<file path="config.mk">
export PLATFORM = sky130hd
export DESIGN_NAME = spi_sensor_register_master_unit
export DESIGN_NICKNAME = d
export VERILOG_FILES = /design/src/rtl/spism_pkg.sv /design/src/rtl/spi_sensor_register_master_unit.sv
export SDC_FILE = /design/constraint.sdc
export NUM_CORES = 1
export LEC_CHECK = 0
export BUFFER_PORTS_ARGS = -buffer_cell sky130_fd_sc_hd__buf_2
export CAP_MARGIN = 20
export CORE_ASPECT_RATIO = 1.1
export CORE_MARGIN = 8
export CORE_UTILIZATION = 50
export CTS_CLUSTER_DIAMETER = 200
export DETAILED_ROUTE_END_ITERATION = 10
export PLACE_DENSITY_LB_ADDON = 0.2
export RECOVER_POWER = 100
export SKIP_CTS_REPAIR_TIMING = 1
export SLEW_MARGIN = 20
export SYNTH_ARGS = -nofsm -noshare
export SYNTH_HDL_FRONTEND = slang
export SYNTH_SLANG_ARGS = --single-unit
</file>
<file path="constraint.sdc">
create_clock -name aclk -period 2.11 [get_ports aclk]
set_input_delay 0.422 -clock aclk [delete_from_list [all_inputs] [get_ports aclk]]
set_output_delay 0.422 -clock aclk [all_outputs]
set_load 0.01 [all_outputs]
</file>
<file path="src/rtl/spism_pkg.sv">
// ----------------------------------------------------------------------------
// spism_pkg: shared types and constants of the spi sensor register master
// command codes, transaction kinds and configuration register indexes
// ----------------------------------------------------------------------------
`default_nettype none

package spism_pkg;

    // command carried with a tick
    typedef enum logic [1:0] {
        ACT_TICK  = 2'd0,
        ACT_WRITE = 2'd1,
        ACT_READ  = 2'd2,
        ACT_BURST = 2'd3
    } action_t;

    // kind of the running transaction
    typedef enum logic [1:0] {
        KIND_IDLE  = 2'd0,
        KIND_WRITE = 2'd1,
        KIND_READ  = 2'd2,
        KIND_BURST = 2'd3
    } kind_t;

    // configuration register indexes
    localparam logic [1:0] CFG_BURST_START = 2'd0;
    localparam logic [1:0] CFG_BURST_COUNT = 2'd1;

    // reset values of the configuration registers
    localparam logic [6:0] BURST_START_RESET = 7'd59;
    localparam logic [3:0] BURST_COUNT_RESET = 4'd7;

    // result word layout on the master side tdata
    localparam int unsigned TD_CS    = 0;
    localparam int unsigned TD_SCK   = 1;
    localparam int unsigned TD_MOSI  = 2;
    localparam int unsigned TD_BUSY  = 3;
    localparam int unsigned TD_VALID = 4;
    localparam int unsigned TD_VALUE = 5;
    localparam int unsigned TD_INDEX = 21;
    localparam int unsigned TD_WIDTH = 24;

endpackage

`default_nettype wire

</file>
<file path="src/rtl/spi_sensor_register_master_unit.sv">
// ----------------------------------------------------------------------------
// spi_sensor_register_master_unit: mode 3 spi master for sensor registers
// an accepted tick's pin/result word is registered onto m_ in the next cycle
// throughput: one tick per cycle while m_ is not stalled, set by the single state update per tick
// reset: synchronous active-low; idle, config back to start 59, count 7
// ----------------------------------------------------------------------------
`default_nettype none

module spi_sensor_register_master_unit #(
    parameter int unsigned MAX_BURST_WORDS = 8
) (
    input  wire         aclk,
    input  wire         aresetn,
    // tick request: tdata {miso_level, write_value, reg_address}, reg_address from bit 0 up
    input  wire         s_tvalid,
    output logic        s_tready,
    input  wire  [15:0] s_tdata,   // [6:0] reg_address, [14:7] write_value, [15] miso_level
    input  wire  [1:0]  s_tuser,   // [1:0] action
    // pin and result word
    output logic        m_tvalid,
    input  wire         m_tready,
    // [0] chip_select_n, [1] clock_level, [2] mosi_level, [3] busy_res,
    // [4] result_valid, [20:5] result_value, [23:21] result_index
    output logic [spism_pkg::TD_WIDTH-1:0] m_tdata,
    output logic        m_tlast,   // result_last
    // configuration writes
    input  wire         cfg_valid,
    output logic        cfg_ready,
    input  wire  [1:0]  cfg_index,
    input  wire  [7:0]  cfg_data
);

    import spism_pkg::*;

    localparam logic [3:0] MAX_WORDS = 4'(MAX_BURST_WORDS);

    // configuration registers
    logic [6:0]  burst_start_reg;
    logic [3:0]  burst_count_reg;

    // transaction state
    kind_t       kind_reg, kind_next;
    logic        half_reg, half_next;
    logic [2:0]  bit_cnt_reg, bit_cnt_next;
    logic [4:0]  byte_cnt_reg, byte_cnt_next;
    logic [7:0]  tx_shift_reg, tx_shift_next;
    logic [15:0] rx_shift_reg, rx_shift_next;
    logic [7:0]  pend_byte_reg, pend_byte_next;

    // output stage
    logic                out_valid_reg;
    logic [TD_WIDTH-1:0] out_data_reg, out_data_next;
    logic                out_last_reg, out_last_next;

    // decoded input fields
    action_t     act;
    logic [6:0]  in_addr;
    logic [7:0]  in_wval;
    logic        in_miso;

    logic        accept;
    logic [3:0]  words;
    logic [4:0]  total;
    logic [4:0]  byte_inc;

    // result fields for this tick
    logic        cs_n, sck, mosi, busy, res_valid, res_last;
    logic [15:0] res_value;
    logic [2:0]  res_index;

    assign act     = action_t'(s_tuser);
    assign in_addr = s_tdata[6:0];
    assign in_wval = s_tdata[14:7];
    assign in_miso = s_tdata[15];

    // take a tick whenever the output word is free or being taken
    assign s_tready  = !out_valid_reg || m_tready;
    assign accept    = s_tvalid && s_tready;
    assign cfg_ready = 1'b1;

    // burst length, clamped to the supported range
    always_comb begin
        if (burst_count_reg == 4'd0) begin
            words = 4'd1;
        end else if (burst_count_reg > MAX_WORDS) begin
            words = MAX_WORDS;
        end else begin
            words = burst_count_reg;
        end
        if (kind_reg == KIND_BURST) begin
            total = 5'd1 + {words, 1'b0};
        end else begin
            total = 5'd2;
        end
        byte_inc = byte_cnt_reg + 5'd1;
    end

    // per-tick state update and pin levels
    always_comb begin
        kind_next      = kind_reg;
        half_next      = half_reg;
        bit_cnt_next   = bit_cnt_reg;
        byte_cnt_next  = byte_cnt_reg;
        tx_shift_next  = tx_shift_reg;
        rx_shift_next  = rx_shift_reg;
        pend_byte_next = pend_byte_reg;
        cs_n      = 1'b1;
        sck       = 1'b1;
        mosi      = 1'b0;
        busy      = 1'b0;
        res_valid = 1'b0;
        res_value = 16'd0;
        res_index = 3'd0;
        res_last  = 1'b0;

        if (kind_reg == KIND_IDLE) begin
            // latch a command, pins still idle
            if (act != ACT_TICK) begin
                kind_next      = kind_t'(act);
                half_next      = 1'b0;
                bit_cnt_next   = 3'd0;
                byte_cnt_next  = 5'd0;
                pend_byte_next = in_wval;
                busy           = 1'b1;
                case (act)
                    ACT_WRITE: tx_shift_next = {1'b0, in_addr};
                    ACT_READ:  tx_shift_next = {1'b1, in_addr};
                    ACT_BURST: tx_shift_next = {1'b1, burst_start_reg};
                    default:   tx_shift_next = tx_shift_reg;
                endcase
            end
        end else if (!half_reg) begin
            // low half: drive mosi
            cs_n      = 1'b0;
            sck       = 1'b0;
            busy      = 1'b1;
            mosi      = tx_shift_reg[7];
            half_next = 1'b1;
        end else begin
            // high half: sample miso
            cs_n          = 1'b0;
            sck           = 1'b1;
            busy          = 1'b1;
            mosi          = tx_shift_reg[7];
            tx_shift_next = {tx_shift_reg[6:0], 1'b0};
            rx_shift_next = {rx_shift_reg[14:0], in_miso};
            half_next     = 1'b0;
            if (bit_cnt_reg == 3'd7) begin
                bit_cnt_next  = 3'd0;
                byte_cnt_next = byte_inc;
                // end of byte: present a read byte or a burst word
                if (kind_reg == KIND_READ && byte_inc == 5'd2) begin
                    res_valid = 1'b1;
                    res_value = {8'd0, rx_shift_next[7:0]};
                    res_last  = 1'b1;
                end else if (kind_reg == KIND_BURST && byte_inc >= 5'd2 &&
                             byte_inc[0]) begin
                    res_valid = 1'b1;
                    res_value = rx_shift_next;
                    res_index = 3'(byte_inc[4:1] - 4'd1);
                    res_last  = (byte_inc == total);
                end
                // next byte to send
                if (byte_inc >= total) begin
                    kind_next     = KIND_IDLE;
                    tx_shift_next = 8'd0;
                end else if (kind_reg == KIND_WRITE && byte_inc == 5'd1) begin
                    tx_shift_next = pend_byte_reg;
                end else begin
                    tx_shift_next = 8'd0;
                end
            end else begin
                bit_cnt_next = bit_cnt_reg + 3'd1;
            end
        end

        out_data_next = {res_index, res_value, res_valid, busy, mosi, sck, cs_n};
        out_last_next = res_last;
    end

    // state, configuration and output registers
    always_ff @(posedge aclk) begin
        if (!aresetn) begin
            burst_start_reg <= BURST_START_RESET;
            burst_count_reg <= BURST_COUNT_RESET;
            kind_reg        <= KIND_IDLE;
            half_reg        <= 1'b0;
            bit_cnt_reg     <= 3'd0;
            byte_cnt_reg    <= 5'd0;
            tx_shift_reg    <= 8'd0;
            rx_shift_reg    <= 16'd0;
            pend_byte_reg   <= 8'd0;
            out_valid_reg   <= 1'b0;
        end else begin
            // configuration write
            if (cfg_valid) begin
                case (cfg_index)
                    CFG_BURST_START: burst_start_reg <= cfg_data[6:0];
                    CFG_BURST_COUNT: burst_count_reg <= cfg_data[3:0];
                    default: ;
                endcase
            end
            if (accept) begin
                kind_reg      <= kind_next;
                half_reg      <= half_next;
                bit_cnt_reg   <= bit_cnt_next;
                byte_cnt_reg  <= byte_cnt_next;
                tx_shift_reg  <= tx_shift_next;
                rx_shift_reg  <= rx_shift_next;
                pend_byte_reg <= pend_byte_next;
                out_valid_reg <= 1'b1;
            end else if (m_tready) begin
                out_valid_reg <= 1'b0;
            end
        end
    end

    // output payload
    always_ff @(posedge aclk) begin
        if (accept) begin
            out_data_reg <= out_data_next;
            out_last_reg <= out_last_next;
        end
    end

    assign m_tvalid = out_valid_reg;
    assign m_tdata  = out_data_reg;
    assign m_tlast  = out_last_reg;

endmodule

`default_nettype wire

</file>
=== Word level (Yosys, flattened, before mapping) ===
Index checks and enable logic that the tools add are counted.
Widths: inputs -> output; s select.

* Bits in registers: 79
* Bits of input ports: 33
* Output and inout bits: 28

* Add/sub/neg operators: 4
* Order comparisons: 3
* Equal/unequal tests: 13
* Muxes and demuxes: 37
* Bitwise operators: 4
* Reduce and logical (&&, ||, !) cells: 26

{| class="wikitable"
|+ Operators by type and width
! cell !! number
|-
| $mux 8 || 8
|-
| $mux 5 || 5
|-
| $pmux 8 s3 || 1
|-
| $mux 1 || 12
|-
| $mux 3 || 4
|-
| $mux 2 || 5
|-
| $reduce_bool 2->1 || 5
|-
| $reduce_and 3->1 || 3
|-
| $eq 2x2->1 const B || 4
|-
| $mux 4 || 2
|-
| $reduce_and 4->1 || 2
|-
| $eq 2x1->1 const B || 3
|-
| $reduce_and 2->1 || 3
|-
| $add 1x5->5 const A || 1
|-
| $add 5x1->5 const B || 1
|-
| $eq 5x1->1 const B || 1
|-
| $eq 5x2->1 const B || 1
|-
| $eq 5x5->1 || 1
|-
| $ge 5x2->1 const B || 1
|-
| $ge 5x5->1 || 1
|-
| $logic_and 1x1->1 || 5
|-
| $reduce_and 5->1 || 1
|-
| $reduce_or 5->1 || 1
|-
| $gt 4x4->1 const B || 1
|-
| other kinds (11) || 15
|}

=== Longest topological paths before layout ===
* Depth in word-level cells: 10
* Gate-level depth with buffers: 10
* Mapped depth without buffers: 9

=== Worst setup path before layout ===
OpenSTA, ideal clock, no wires.

* Path kind: register to register
* From: reg byte_cnt_reg[0]
* To: reg kind_reg[0]
* Data arrival time: 2.069 ns
* Data required time: 1.984 ns
* Slack: -0.085 ns
* Cell stages (with the launch flop): 10
* Buffers on the path: 1
* Path through: dfxtp_1 ha_1 nand3_1 xnor2_1 ha_1 nand4_1 o221a_2 clkdlybuf4s18_2 o211ai_1 o21ai_0

* Word-level cells in the longest chain between the ends: 4

{| class="wikitable"
|+ RTL lines
! element !! line !! text
|-
| start: declaration || spi_sensor_register_master_unit.sv:45 || <nowiki>logic [4:0] byte_cnt_reg, byte_cnt_next;</nowiki>
|-
| start signal: assignment || spi_sensor_register_master_unit.sv:207 || <nowiki>byte_cnt_reg <= byte_cnt_next;</nowiki>
|-
| $add 5x1->5 || spi_sensor_register_master_unit.sv:95 || <nowiki>byte_inc = byte_cnt_reg + 5'd1;</nowiki>
|-
| $ge 5x5->1 || spi_sensor_register_master_unit.sv:164 || <nowiki>if (byte_inc >= total) begin</nowiki>
|-
| $reduce_bool 2->1 (no line) || -- ||
|-
| $reduce_and 5->1 (no line) || -- ||
|-
| end signal: assignment || spi_sensor_register_master_unit.sv:204 || <nowiki>kind_reg <= kind_next;</nowiki>
|-
| end: declaration || spi_sensor_register_master_unit.sv:42 || <nowiki>kind_t kind_reg, kind_next;</nowiki>
|}

Every way passes these cells.
A chain may end at the register's enable or synchronous reset.

=== Worst setup path in the final report ===
* From: reg byte_cnt_reg[0]
* To: reg kind_reg[1]

Same word-level chain as after synthesis.

==> metrics.yaml <==
clock_tree:
  cts_buffers: 9
  cts_tree: "yes"
  clock_sinks: 79
  cts_buffer_depth: 2
  htree_num_levels: 3
  clk_latency_ns: 0.35
  clk_pin_slew_ns: 0.08
  cts_root_buf: "clkbuf_8"
place:
  gp_congestion: 0.771
  place_ws_ns: -0.0293
  dpl.hpwl_um: 5520
  io_buffers: 58
job:
  cap_violations: 0
timing:
  setup_ws_ns: 0.0784
  setup_tns_ns: 0
  report.final.setup_viol: 0
  whs_ns: 0.291
  hold_viol: 0
  final.setup_skew_ns: 0.00750
  slew_headroom_pct: 19.7
  finalCriticalPeriod_ns: 2.03
  finalMaxSlewViolations: 0
  max_freq_ghz: 0.492
  tightest_slew_ns: 1.20
  period_share_pct: 96.3
yosys:
  synth-seq-cells: 79
  ys_warn_count: 0
  synth-edff-count: 25
  ys_types: 49
  synthAdderAreaFrac_pct: 3.67
  synthXorXnorAreaFrac_pct: 1.17
  synth_simple_gate_area_share_pct: 17.0
  async_reset_ff_share_pct: 0
  syn_inst: 369
  avgSynthCellArea_um2: 10.2
  ys.flop_type: "dfxtp_1"
  ys_seq_area_share_pct: 48.8
  synth_area_leaders: "dfxtp_1 (29%), edfxtp_1 (20%), mux2i_1 (11%), nor2_1 (4.3%), a21oi_1 (4.1%)"
  synth_area_leader_cell: "dfxtp_1"
  yosys.area.top_type_share_pct: 28.8
  synth_compound_area_share_pct: 12.7
  syn_area_um2: 3750
  syn-num-nets: 413
  synth_mux_area_share_pct: 11.5
  synth_top_family_by_area: "simple AND/OR/NAND/NOR gates"
final_layout:
  drive_gt1_share_pct: 19.2
  n_antenna_cell: 0
  finish.utilization_pct: 59.9
  largest_reg_flops: 24
  nets: 481
  area_delta_synth_final_pct: 17.3
run_status:
  status: "finished clean"
pwr:
  leakage_uw: 0.00181
  vdd_drop_max_mv: 0.458
  power.density_nw_per_um2: 706
grt:
  antenna_found_initial: 0
  grt_pass1_wl_um: 13200
  first_global_vias: 2851
  grt_max_degree: 38
  grt_use_total_pct: 15.5
  grt_remaining_overflow: 0
critical_path:
  crit_required_ns: 2.34
  worst_setup_path_end_kind: "flop"
  cp_max_fo: 6
  cp-start-kind: "flop"
  arrival_ns: 2.26
  critical_path_class: "flop to flop"
route:
  routed_wl_um: 7990
  drc: 0
  drt_iter0_drc: 88
  viasPerCell: 5.39
  first_pass_iters: 4
  antenna_left: 0
  wl_per_cell_um: 15.1
  vias: 2852
floorplanning:
  io_pins: 61
  core_region_area_um2: 7350
  die_width_um: 98.6
  rows: 33
  dieArea_um2: 10500
  die_h_um: 107
  initial_core_util_pct: 51.0
min_path:
  hold_class: "input pin to flop"
## routing by layer
layer  share of wire [%]  global-route usage, %  vias to the layer above
met1                  46                   17.8                     1308
li1                    -                      -                     1452
met2                  47                   26.0                       80
met5                   0                      0                        -
met4                 1.6                   6.59                        0
met3                 5.8                   4.99                       12
## synthesized netlist by cell type, drive strengths merged (2+ instances only)
| master | instances |
|---|---|
| xor2 | 2 |
| mux2i | 43 |
| nor2 | 43 |
| nor3b | 10 |
| nand2b | 12 |
| nand2 | 20 |
| clkbuf | 9 |
| dfxtp | 54 |
| a211oi | 8 |
| a21boi | 8 |
| buf | 14 |
| inv | 12 |
| nand4 | 12 |
| o21ai | 9 |
| ha | 11 |
| o211ai | 2 |
| xnor2 | 3 |
| o2111ai | 2 |
| and2 | 8 |
| a21o | 2 |
| a21oi | 31 |
| edfxtp | 25 |
| nand3 | 10 |
## metrics by stage
| stage | instance area [um2] | std cells | power, uW |
|---|---|---|---|
| 2_1_floorplan | 3770 | 369 | 1930 |
| 3_3_place_gp | 4160 | 509 | 2040 |
| 3_5_place_dp | 4160 | 509 | 2050 |
| 4_1_cts | 4360 | 525 | 3150 |
| 5_1_grt | 4400 | 529 | 3250 |
| 6_report | 4400 | 529 | 3110 |
## critical path, cell delays in order (launching register included)
cell and delay, ns:
dfxtp_4 0.39, ha_4 0.17, nand3_2 0.10, xnor2_2 0.18, ha_4 0.29, nand4_1 0.19
o221a_4 0.32, o211ai_1 0.18, o21ai_1 0.09
## cells in the final DEF (no fill, tap or decap), types with 3 or more instances in the layout
cell type  count
nand4_1       11
nor2_1        43
a21boi_1       5
o21ai_0        7
dfxtp_1       51
clkbuf_1      32
buf_4         16
nand2b_1      12
clkbuf_8       9
edfxtp_1      25
a21boi_0       3
and2_1         8
buf_2         30
mux2i_1       43
inv_1         11
nand3_1        8
ha_1           8
nor3b_1       10
nand2_1       20
ha_4           3
a211oi_1       8
a21oi_1       29
## layout make-up
class / count / area (um2)
Tap cell: 87 / 109
Inverter: 12 / 45.0
Clock inverter: 7 / 71.3
Sequential cell: 79 / 1840
Multi-Input combinational cell: 255 / 1810
Fill cell: 667 / 2950
Clock buffer: 9 / 124
Timing Repair Buffer: 80 / 400
## logic make-up after synthesis
| logic type | Yosys count |
|---|---|
| simple gates | 122 |
| flops | 79 |
| compound gates | 72 |
| mux | 43 |
| buf+inv | 36 |
| fa+ha+maj | 11 |
| xor+xnor | 5 |
| other cells | 1 |
## path summary, 6_finish.rpt
| check | cells after the start | start | slack [ns] | to |
|---|---|---|---|---|
| max | 8 | byte_cnt_reg[0] | 0.08 | kind_reg[1] |
| min | 3 | cfg_data[5] | 0.29 | burst_start_reg[5] |
| max reg2reg | 8 | byte_cnt_reg[0] | 0.08 | kind_reg[1] |
| min reg2reg | 2 | pend_byte_reg[5] | 0.48 | tx_shift_reg[5] |
## report_power, final
group | switching (uW) | leakage, uW | internal (uW)
Sequential | 30.8 | 0.000688 | 1630
Clock | 562 | 0.0000937 | 549
Combinational | 203 | 0.00103 | 132
No activity file was read; power rests on OpenSTA's default activity.
